===== config.mk =====
export PLATFORM = sky130hd
export DESIGN_NAME = sorted_table_insert_delete_top_flat
export DESIGN_NICKNAME = d
export VERILOG_FILES = /design/src/rtl/core/sti_pkg.sv /design/src/rtl/core/sti_req_if.sv /design/src/rtl/core/sti_rsp_if.sv /design/src/rtl/core/sorted_table_insert_delete_top.sv /design/src/flat_wrapper.sv
export SDC_FILE = /design/constraint.sdc
export NUM_CORES = 2
export LEC_CHECK = 0
export CAP_MARGIN = 20
export CORE_MARGIN = 10
export CORE_UTILIZATION = 60
export CTS_BUF_LIST = sky130_fd_sc_hd__clkbuf_2
export DETAILED_ROUTE_END_ITERATION = 7
export DONT_BUFFER_PORTS = 1
export PLACE_DENSITY = 0.79
export SYNTH_ARGS = -nofsm -noshare
export SYNTH_HDL_FRONTEND = slang
export SYNTH_SLANG_ARGS = --single-unit
export TNS_END_PERCENT = 5

===== constraint.sdc =====
create_clock -name clk -period 3.97 [get_ports clk]
set_input_delay 0.794 -clock clk [delete_from_list [all_inputs] [get_ports clk]]
set_output_delay 0.794 -clock clk [all_outputs]
set_load 0.02 [all_outputs]

===== src/rtl/core/sti_pkg.sv =====
// Package for the sorted table block: widths, codes, FSM state type.
// No dependencies.
`default_nettype none

package sti_pkg;

    localparam int unsigned STI_CAPACITY = 64;
    localparam int unsigned STI_DATA_W   = 32;
    localparam int unsigned STI_COUNT_W  = 7;
    localparam int unsigned STI_STATUS_W = 2;

    localparam logic OP_INSERT = 1'b0;
    localparam logic OP_DELETE = 1'b1;

    localparam logic [STI_STATUS_W-1:0] STAT_DONE      = 2'd0;
    localparam logic [STI_STATUS_W-1:0] STAT_FULL      = 2'd1;
    localparam logic [STI_STATUS_W-1:0] STAT_NOT_FOUND = 2'd2;

    typedef enum logic [1:0] {
        ST_IDLE,
        ST_RD,
        ST_CMP,
        ST_RESULT
    } sti_state_t;

endpackage

`default_nettype wire


===== src/rtl/core/sti_req_if.sv =====
// Request channel: one operation word (op, value) with valid/ready.
// Depends on sti_pkg.
`default_nettype none

interface sti_req_if;
    logic                                   valid;
    logic                                   ready;
    logic                                   op;
    logic signed [sti_pkg::STI_DATA_W-1:0]  value;

    modport source (output valid, output op, output value, input ready);
    modport sink   (input valid, input op, input value, output ready);
endinterface

`default_nettype wire


===== src/rtl/core/sti_rsp_if.sv =====
// Response channel: one result word (status, count, smallest, empty_res).
// Depends on sti_pkg.
`default_nettype none

interface sti_rsp_if;
    logic                                     valid;
    logic                                     ready;
    logic [sti_pkg::STI_STATUS_W-1:0]         status;
    logic [sti_pkg::STI_COUNT_W-1:0]          count;
    logic signed [sti_pkg::STI_DATA_W-1:0]    smallest;
    logic                                     empty_res;

    modport source (output valid, output status, output count, output smallest,
                    output empty_res, input ready);
    modport sink   (input valid, input status, input count, input smallest,
                    input empty_res, output ready);
endinterface

`default_nettype wire


===== src/rtl/core/sorted_table_insert_delete_top.sv =====
// Accept to result valid: a full insert goes straight to the result, an insert walks down from
// the top entry to its sorted slot, a delete walks every entry; plus any wait for the response slot.
// One word in flight; the next word is taken once the result is registered.
// Cost is set by the single table memory: each entry is read in ST_RD, then compared in ST_CMP.
// Reset clears the entry count and handshake state; table memory is not cleared.
// Sorted table top: FSM around one synchronous table memory.
// Depends on sti_pkg, sti_req_if, sti_rsp_if.
`default_nettype none

module sorted_table_insert_delete_top #(
    parameter int unsigned CAPACITY = sti_pkg::STI_CAPACITY
) (
    input  wire logic clk,
    input  wire logic rst_n,
    sti_req_if.sink   req,
    sti_rsp_if.source rsp
);
    import sti_pkg::*;

    localparam int unsigned CNT_W = $clog2(CAPACITY + 1);
    localparam int unsigned AW    = $clog2(CAPACITY);
    localparam int unsigned EXT_W = (CNT_W > STI_COUNT_W) ? CNT_W : STI_COUNT_W;

    logic signed [STI_DATA_W-1:0] mem [CAPACITY];
    logic signed [STI_DATA_W-1:0] mem_rdata_reg;
    logic                         mem_we;
    logic                         mem_re;
    logic [AW-1:0]                mem_waddr;
    logic [AW-1:0]                mem_raddr;
    logic signed [STI_DATA_W-1:0] mem_wdata;

    sti_state_t                   state_reg, state_next;
    logic [CNT_W-1:0]             ptr_reg, ptr_next;
    logic [CNT_W-1:0]             count_reg, count_next;
    logic                         op_reg, op_next;
    logic signed [STI_DATA_W-1:0] value_reg, value_next;
    logic                         found_reg, found_next;
    logic [STI_STATUS_W-1:0]      status_reg, status_next;
    logic signed [STI_DATA_W-1:0] smallest_reg, smallest_next;

    logic                         rsp_valid_reg, rsp_valid_next;
    logic [STI_STATUS_W-1:0]      rsp_status_reg, rsp_status_next;
    logic [STI_COUNT_W-1:0]       rsp_count_reg, rsp_count_next;
    logic signed [STI_DATA_W-1:0] rsp_smallest_reg, rsp_smallest_next;
    logic                         rsp_empty_reg, rsp_empty_next;

    logic                         req_fire;
    logic                         is_full;
    logic                         ins_at_end;
    logic                         del_at_end;
    logic                         rd_greater;
    logic                         rd_equal;
    logic                         rsp_free;
    logic [CNT_W-1:0]             ptr_dec;
    logic [EXT_W-1:0]             count_ext;

    assign req.ready      = (state_reg == ST_IDLE);
    assign req_fire       = req.valid && req.ready;
    assign is_full        = (count_reg == CNT_W'(CAPACITY));
    assign ins_at_end     = (ptr_reg == '0);
    assign del_at_end     = (ptr_reg == count_reg);
    assign rd_greater     = (mem_rdata_reg > value_reg);
    assign rd_equal       = (mem_rdata_reg == value_reg);
    assign rsp_free       = !rsp_valid_reg || rsp.ready;
    assign ptr_dec        = ptr_reg - CNT_W'(1);
    assign count_ext      = EXT_W'(count_reg);

    assign rsp.valid      = rsp_valid_reg;
    assign rsp.status     = rsp_status_reg;
    assign rsp.count      = rsp_count_reg;
    assign rsp.smallest   = rsp_smallest_reg;
    assign rsp.empty_res  = rsp_empty_reg;

    // next state
    always_comb
    begin
        state_next = state_reg;
        case (state_reg)
            ST_IDLE:
            begin
                if (req_fire)
                begin
                    if (req.op == OP_INSERT && is_full)
                        state_next = ST_RESULT;
                    else
                        state_next = ST_RD;
                end
            end
            ST_RD:
            begin
                if (op_reg == OP_INSERT)
                    state_next = ins_at_end ? ST_RESULT : ST_CMP;
                else
                    state_next = del_at_end ? ST_RESULT : ST_CMP;
            end
            ST_CMP:
            begin
                if (op_reg == OP_INSERT && !rd_greater)
                    state_next = ST_RESULT;
                else
                    state_next = ST_RD;
            end
            ST_RESULT:
            begin
                if (rsp_free)
                    state_next = ST_IDLE;
            end
            default: state_next = ST_IDLE;
        endcase
    end

    // datapath and memory control
    always_comb
    begin
        ptr_next          = ptr_reg;
        count_next        = count_reg;
        op_next           = op_reg;
        value_next        = value_reg;
        found_next        = found_reg;
        status_next       = status_reg;
        smallest_next     = smallest_reg;
        rsp_valid_next    = rsp_valid_reg && !rsp.ready;
        rsp_status_next   = rsp_status_reg;
        rsp_count_next    = rsp_count_reg;
        rsp_smallest_next = rsp_smallest_reg;
        rsp_empty_next    = rsp_empty_reg;
        mem_we            = 1'b0;
        mem_re            = 1'b0;
        mem_waddr         = '0;
        mem_raddr         = '0;
        mem_wdata         = value_reg;

        case (state_reg)
            ST_IDLE:
            begin
                if (req_fire)
                begin
                    op_next     = req.op;
                    value_next  = req.value;
                    found_next  = 1'b0;
                    ptr_next    = (req.op == OP_INSERT) ? count_reg : '0;
                    status_next = (req.op == OP_INSERT && is_full) ? STAT_FULL : STAT_DONE;
                end
            end
            ST_RD:
            begin
                if (op_reg == OP_INSERT)
                begin
                    if (ins_at_end)
                    begin
                        mem_we     = 1'b1;
                        mem_waddr  = '0;
                        mem_wdata  = value_reg;
                        count_next = count_reg + CNT_W'(1);
                    end
                    else
                    begin
                        mem_re    = 1'b1;
                        mem_raddr = ptr_dec[AW-1:0];
                    end
                end
                else
                begin
                    if (del_at_end)
                    begin
                        if (found_reg)
                            count_next = count_reg - CNT_W'(1);
                        else
                            status_next = STAT_NOT_FOUND;
                    end
                    else
                    begin
                        mem_re    = 1'b1;
                        mem_raddr = ptr_reg[AW-1:0];
                    end
                end
            end
            ST_CMP:
            begin
                if (op_reg == OP_INSERT)
                begin
                    // hole at ptr: shift larger entry up, or drop value in
                    mem_we    = 1'b1;
                    mem_waddr = ptr_reg[AW-1:0];
                    if (rd_greater)
                    begin
                        mem_wdata = mem_rdata_reg;
                        ptr_next  = ptr_dec;
                    end
                    else
                    begin
                        mem_wdata  = value_reg;
                        count_next = count_reg + CNT_W'(1);
                    end
                end
                else
                begin
                    // after the match, every entry moves down one slot
                    if (found_reg)
                    begin
                        mem_we    = 1'b1;
                        mem_waddr = ptr_dec[AW-1:0];
                        mem_wdata = mem_rdata_reg;
                    end
                    else if (rd_equal)
                        found_next = 1'b1;
                    ptr_next = ptr_reg + CNT_W'(1);
                end
            end
            ST_RESULT:
            begin
                if (rsp_free)
                begin
                    rsp_valid_next    = 1'b1;
                    rsp_status_next   = status_reg;
                    rsp_count_next    = count_ext[STI_COUNT_W-1:0];
                    rsp_empty_next    = (count_reg == '0);
                    rsp_smallest_next = (count_reg == '0) ? '0 : smallest_reg;
                end
            end
            default: ;
        endcase

        // shadow copy of slot 0
        if (mem_we && mem_waddr == '0)
            smallest_next = mem_wdata;
    end

    always_ff @(posedge clk or negedge rst_n)
    begin
        if (!rst_n)
        begin
            state_reg     <= ST_IDLE;
            count_reg     <= '0;
            rsp_valid_reg <= 1'b0;
        end
        else
        begin
            state_reg     <= state_next;
            count_reg     <= count_next;
            rsp_valid_reg <= rsp_valid_next;
        end
    end

    always_ff @(posedge clk)
    begin
        ptr_reg          <= ptr_next;
        op_reg           <= op_next;
        value_reg        <= value_next;
        found_reg        <= found_next;
        status_reg       <= status_next;
        smallest_reg     <= smallest_next;
        rsp_status_reg   <= rsp_status_next;
        rsp_count_reg    <= rsp_count_next;
        rsp_smallest_reg <= rsp_smallest_next;
        rsp_empty_reg    <= rsp_empty_next;
    end

    // table memory, one write and one registered read per cycle
    always_ff @(posedge clk)
    begin
        if (mem_we)
            mem[mem_waddr] <= mem_wdata;
        if (mem_re)
            mem_rdata_reg <= mem[mem_raddr];
    end

endmodule

`default_nettype wire


===== src/flat_wrapper.sv =====
// flat-port wrapper written by rule: the top's interface ports become plain ports
module sorted_table_insert_delete_top_flat import sti_pkg::*;
#(
    parameter int unsigned CAPACITY = sti_pkg::STI_CAPACITY
)
  (clk, rst_n, req_valid, req_op, req_value, req_ready, rsp_valid, rsp_status, rsp_count, rsp_smallest, rsp_empty_res, rsp_ready);
  sti_req_if req_i ();
  sti_rsp_if rsp_i ();
  input  wire logic clk;
  input  wire logic rst_n;
  input wire logic [$bits(req_i.valid)-1:0] req_valid;
  input wire logic [$bits(req_i.op)-1:0] req_op;
  input wire logic [$bits(req_i.value)-1:0] req_value;
  output wire logic [$bits(req_i.ready)-1:0] req_ready;
  output wire logic [$bits(rsp_i.valid)-1:0] rsp_valid;
  output wire logic [$bits(rsp_i.status)-1:0] rsp_status;
  output wire logic [$bits(rsp_i.count)-1:0] rsp_count;
  output wire logic [$bits(rsp_i.smallest)-1:0] rsp_smallest;
  output wire logic [$bits(rsp_i.empty_res)-1:0] rsp_empty_res;
  input wire logic [$bits(rsp_i.ready)-1:0] rsp_ready;
  assign req_i.valid = req_valid;
  assign req_i.op = req_op;
  assign req_i.value = req_value;
  assign req_ready = req_i.ready;
  assign rsp_valid = rsp_i.valid;
  assign rsp_status = rsp_i.status;
  assign rsp_count = rsp_i.count;
  assign rsp_smallest = rsp_i.smallest;
  assign rsp_empty_res = rsp_i.empty_res;
  assign rsp_i.ready = rsp_ready;
  sorted_table_insert_delete_top #(.CAPACITY(CAPACITY)) u_core (.clk(clk), .rst_n(rst_n), .req(req_i), .rsp(rsp_i));
endmodule

# ---- Word level (Yosys, flattened, before mapping)
# Memories as Yosys holds them, arrays and structs flattened. A register that Yosys moved wholly into a read port is not among the register bits.
# Index checks and enable logic that the tools add are counted.
# W data, S select, Z words.
dict set report word_totals {
  regBits 127
  ramBits 2048
  input_bits 37
  wordCells 117
  mem_count 1
}
dict set report classes {
  addsub 4
  magnitude_cmp 1
  n_eq_ne 18
  mux 55
  bitwise_logic 2
  n_reduce_logical 23
}
# memory words word_bits read_ports rd_clocked_by_memory_dff write_ports line
set mem_list {}
lappend mem_list {u_core.mem 64 32 1 1 1 sorted_table_insert_delete_top.sv:24} ;# logic signed [STI_DATA_W-1:0] mem [CAPACITY];
# op count
set op_table {}
lappend op_table {{$mux W32} 4}
lappend op_table {{$mux W7} 10}
lappend op_table {{$mux W6} 7}
lappend op_table {{$eq A32 B32 Y1} 1}
lappend op_table {{$gt A32 B32 Y1} 1}
lappend op_table {{$pmux W7 S2} 2}
lappend op_table {{$mux W1} 19}
lappend op_table {{$mux W2} 9}
lappend op_table {{$add A7 B1 Y7 const B} 2}
lappend op_table {{$logic_not A7 Y1} 2}
lappend op_table {{$sub A7 B1 Y7 const B} 2}
lappend op_table {{$ne A2 B1 Y1 const B} 4}
lappend op_table {{$ne A2 B2 Y1 const B} 4}
lappend op_table {{$pmux W2 S4} 1}
lappend op_table {{$eq A7 B7 Y1} 1}
lappend op_table {{$eq A7 B7 Y1 const B} 1}
lappend op_table {{$logic_not A6 Y1} 1}
lappend op_table {{$ne A3 B1 Y1 const B} 2}
lappend op_table {{$ne A3 B3 Y1 const B} 2}
lappend op_table {{$reduce_and A2 Y1} 3}
lappend op_table {{$reduce_and A3 Y1} 2}
lappend op_table {{$reduce_and A6 Y1} 1}
lappend op_table {{$reduce_bool A2 Y1} 3}
lappend op_table {{$logic_and A1 B1 Y1} 5}
lappend op_table {{other kinds (9)} 14}

# ---- Depth between registers and ports, before layout
dict set report logic_depth {
  ltp_word 6
  ltp_mapped 17
  mapped_depth_nobuf 11
}

# ---- Worst setup path before layout
# No wires, ideal clock.
dict set report synth_path {
  kind {flip-flop to flip-flop}
  startpoint {register u_core.ptr_reg[0]}
  endpoint {memory u_core.mem[33][0], enable pin}
  setup_ps 421
  arrival_ps 3401
  slack_ps 148
  stages_incl_launch_ff 9
  synth_period_minus_slack_ps 3822
  cell_sequence {edfxtp_1 buf_2 nor3_1 nand3_1 xor2_1 nand2b_1 or3_1 clkbuf_1 nor2_1}
}
dict set report synth_between {
  elab_chain_len 6
  word_cells_on_any_way 10
}
# item line
set synth_rtl {}
lappend synth_rtl {{start: declaration} sorted_table_insert_delete_top.sv:33} ;# logic [CNT_W-1:0] ptr_reg, ptr_next;
lappend synth_rtl {{start signal: assignment} sorted_table_insert_delete_top.sv:247} ;# ptr_reg <= ptr_next;
lappend synth_rtl {{branches (longest 6 deep; another with $sub A7 B1 Y7)} n/a}
lappend synth_rtl {{end: declaration} sorted_table_insert_delete_top.sv:24}
# Several ways; the timed one is not identified.

# ---- Worst setup path after layout
dict set report layout_path {
  startpoint {register u_core.mem_rdata_reg[24], read port of u_core.mem}
  endpoint {memory u_core.mem[28][31] (data pin)}
}
dict set report layout_between {
  elab_chain_len 4
}
# item line
set layout_rtl {}
lappend layout_rtl {{start: declaration} sorted_table_insert_delete_top.sv:25} ;# logic signed [STI_DATA_W-1:0] mem_rdata_reg;
lappend layout_rtl {{$gt A32 B32 Y1} sorted_table_insert_delete_top.sv:62} ;# assign rd_greater = (mem_rdata_reg > value_reg);
lappend layout_rtl {{$mux W32} sorted_table_insert_delete_top.sv:185} ;# if (rd_greater)
lappend layout_rtl {{$mux W32} sorted_table_insert_delete_top.sv:180} ;# if (op_reg == OP_INSERT)
lappend layout_rtl {{$mux W32} n/a}
lappend layout_rtl {{net u_core.mem_wdata[31]} sorted_table_insert_delete_top.sv:30} ;# logic signed [STI_DATA_W-1:0] mem_wdata;
# The timed path passes the listed nets, and every way through them passes these cells.

==> summary.md <==
| Metric | Value |
|---|---|
| Status | `finished, violations left` |
| Failing checks | `negative setup slack` |
| Vias in the first global route | `57300` |
| Critical Path Fanout Max | `49` |
| Yosys warns | `0` |
| Number of top-level pins | `81` |
| Fin crit share | `103%` |
| Syn Area/Cell | `14.8 um^2` |
| CTS root buffer | `clkbuf_2` |
| DR pass1 iterations | `8` |
| Fin Setup TNS | `-17.40 ns` |
| Cell count after synthesis | `5946` |
| Worst hold path class | `input port to flop` |
| Hold Path Origin | `req_valid` |
| EDFF count, synth | `2197` |
| Least-Margin Pin Slew | `1.24 ns` |
| Multi-input logic area | `0.0203 mm^2` |
| Max reg flops | `2048` |
| Minimum clock period after layout | `4.10 ns` |
| Total core area | `0.146 mm^2` |
| Remaining DRCs | `0` |
| Path type of the worst setup path | `flop to flop` |
| Worst-path clk slew | `0.10 ns` |
| Largest net degree at the start of global routing | `114` |
| M1 wire length | `84200 um` |
| FILL cells | `9262` |
| Most frequent cells in the layout | `2197 x edfxtp_1, 1215 x nand2_1, 735 x clkbuf_2, 482 x and3_1, 475 x a311oi_1` |
| Post-route cell area | `0.0991 mm^2` |
| Post-Place Cells | `7761` |
| DR top layer | `met5` |
| CTS Sinks | `2207` |
| Max Fclk | `244 MHz` |
| Reg2reg start | `u_core.mem_rdata_reg[24]$_DFFE_PP_` |
| CTS Buf Count | `535` |
| Syn_nets | `6023` |
| Drt total wl | `252000 um` |
| Initial antenna violation count | `3` |
| Largest Register | `u_core.mem` |
| Top FF cell, synth | `edfxtp_1` |
| CTS tree | `yes` |
| Crit. End Element | `flop` |
| Full die area | `0.163 mm^2` |
| Area after DPL | `0.0934 mm^2` |
| IO buf count | `0` |
| Unique masters post-synth | `56` |
| Sequential fraction of the synthesis area | `75.1%` |
| Slew HR | `17.6%` |
| Starting DRT DRC Count | `9013` |
| Unrepaired setup endpoints after global routing | `yes` |
| Net count, final | `6543` |
| # setup viols final | `443` |
| FF+latch count, synth | `2207` |
| First-pass GRT wire length | `365000 um` |
| Max Cap Violations | `0` |
| Die height | `403 um` |
| Final Slew Violations | `0` |
| Post-route setup slack | `-0.130 ns` |
| GR Overflow Total | `0` |
| Routed wl met3 | `34300 um` |
| Pre-CTS WS | `-0.521 ns` |
| Hold Fails Final Rpt | `0` |
| Routed wire per std cell | `28.8 um` |
| Post-Syn Area | `0.0882 mm^2` |
| WL met2 | `120000 um` |
| VDD IR-drop max | `0.735 mV` |
| Most common cell after layout, fill and taps aside | `edfxtp_1` |
| Lkg Pwr | `33.9 nW` |
| P per Cell Area | `656 mW/mm^2` |
| Worst Setup Start Kind | `flop` |
| Initial core utilization | `60.4%` |
| Tot GR Track Use | `30.1%` |
| Crit path launch | `u_core.mem_rdata_reg[24]$_DFFE_PP_` |
| Clock skew | `0.146 ns` |
| Crit path DAT | `5.51 ns` |
| Row Count | `140` |
| DRT antenna net count | `0` |
| Non-Filler Instances | `8736` |
| Worst EP required | `5.38 ns` |
| Post-DP HPWL | `136000 um` |
| Vias per cell | `6.80` |
| Vias | `59400` |
| Clk Latency, worst-skew pair | `1.77 ns` |
| Clock Tree Buf Depth | `4` |
| Area Growth Syn to Fin | `12.4%` |
| Register Area | `0.0662 mm^2` |
| Routability cong. | `0.861` |
| H-Tree Depth | `6` |
| Ys async rst share | `0.453%` |
| Hold_ws | `0.223 ns` |
| Die width | `403 um` |
| Layout cell share with drive strength beyond 1 | `19.1%` |
metrics by stage:
| stage | power (mW) | utilization (%) |
|---|---|---|
| after floorplan | 42.1 | - |
| after global placement | 49.3 | 64.0 |
| after detailed placement | 50.0 | 64.0 |
| after CTS | 64.3 | 67.8 |
| after global routing | 67.5 | 67.9 |
| final | 65.0 | 67.9 |
path summary, 6_finish.rpt:
path                                                 endpoint  depth (start not counted)  slack (ns)
setup reg to reg                 u_core.mem[28][31]$_DFFE_PP_                         12       -0.13
hold reg to reg                u_core.rsp.status[0]$_DFFE_PP_                          0        0.48
max in group asynchronous     u_core.count_ext[1]$_DFFE_PN0P_                          3        2.95
setup / recovery                 u_core.mem[28][31]$_DFFE_PP_                         12       -0.13
hold / removal             u_core.status_reg[1]$_SDFFCE_PP1P_                          3        0.22
min in group asynchronous     u_core.count_ext[4]$_DFFE_PN0P_                          3        0.61
routing by layer:
layer,global-route usage [%],up-vias
met2,48.2,5033
met4,15.9,2
met3,7.38,884
met5,0,-
li1,-,24800
met1,38.0,28700
synth_stat cells, types with 6 or more instances:
master    instances  share of area, %
nor2b_1           8             0.057
xor2_1           12              0.12
edfxtp_1       2197                75
a21oi_1          52              0.30
a221oi_1         41              0.41
a211oi_1        384               3.3
buf_6            13              0.17
nand4_1          47              0.33
clkbuf_1        227              0.97
nor3_1            8             0.045
o41ai_1         128               1.3
ha_1             40              0.57
o21ai_0          15             0.085
inv_1            45              0.19
mux2i_1          38              0.43
buf_2           189               1.1
and2_1           40              0.28
nand2b_1          7             0.050
nand3_1          16             0.091
mux2_2           32              0.41
a21o_1           11             0.094
buf_1             6             0.026
nor2_1           97              0.41
o22ai_1           7             0.050
and3_1          482               3.4
xnor2_1          14              0.14
a311oi_1        476               4.7
dfrtp_1          10              0.28
buf_4            40              0.34
nand2_1        1216               5.2
final cells by class:
cell class                      count  area share, %
Clock inverter                    149          0.963
Antenna cell                        7         0.0177
Sequential cell                  2207           66.8
Clock buffer                      734           3.71
Tap cell                         1917           2.42
Timing Repair Buffer              458           5.47
Inverter                           47          0.178
Multi-Input combinational cell   3217           20.4
critical path: stages, from the launching register on:
cell and delay (ns):
edfxtp_1 0.50, ha_2 0.46, nand4_1 0.11, buf_4 0.18
nor4_4 0.39, buf_4 0.18, nand3_1 0.16, o211ai_1 0.20
o22ai_4 0.19, a21oi_4 0.27, buf_4 0.29, mux2_2 0.53
buf_12 0.24
power breakdown:
part	internal, mW	switching [mW]	leakage, nW	total, mW
logic	6.28	14.5	10.4	20.8
registers	29.0	0.736	19.9	29.7
clock network	5.87	8.66	3.53	14.5
total	41.1	23.9	33.9	65.0
cell families after synthesis:
family                     after synthesis  share of synthesized area (%)
and+or+nand+nor                       1938                           10.0
AOI/OAI and AO/OA                     1143                           10.5
adders and majority gates               40                          0.568
muxes                                   70                          0.840
DFF                                   2207                           75.1
buffers and inverters                  522                           2.77
xor gates and xnor gates                26                          0.258
timing repair:
item                                    4_1_cts  5_1_grt
pin swaps                                     3        5
gates resized for setup                      24       18
endpoints found under the setup margin     2090      783
buffers inserted                              3        9
hold endpoints to repair                    139        0
hold buffers                                 72        0
(Power assumes the default switching activity.)
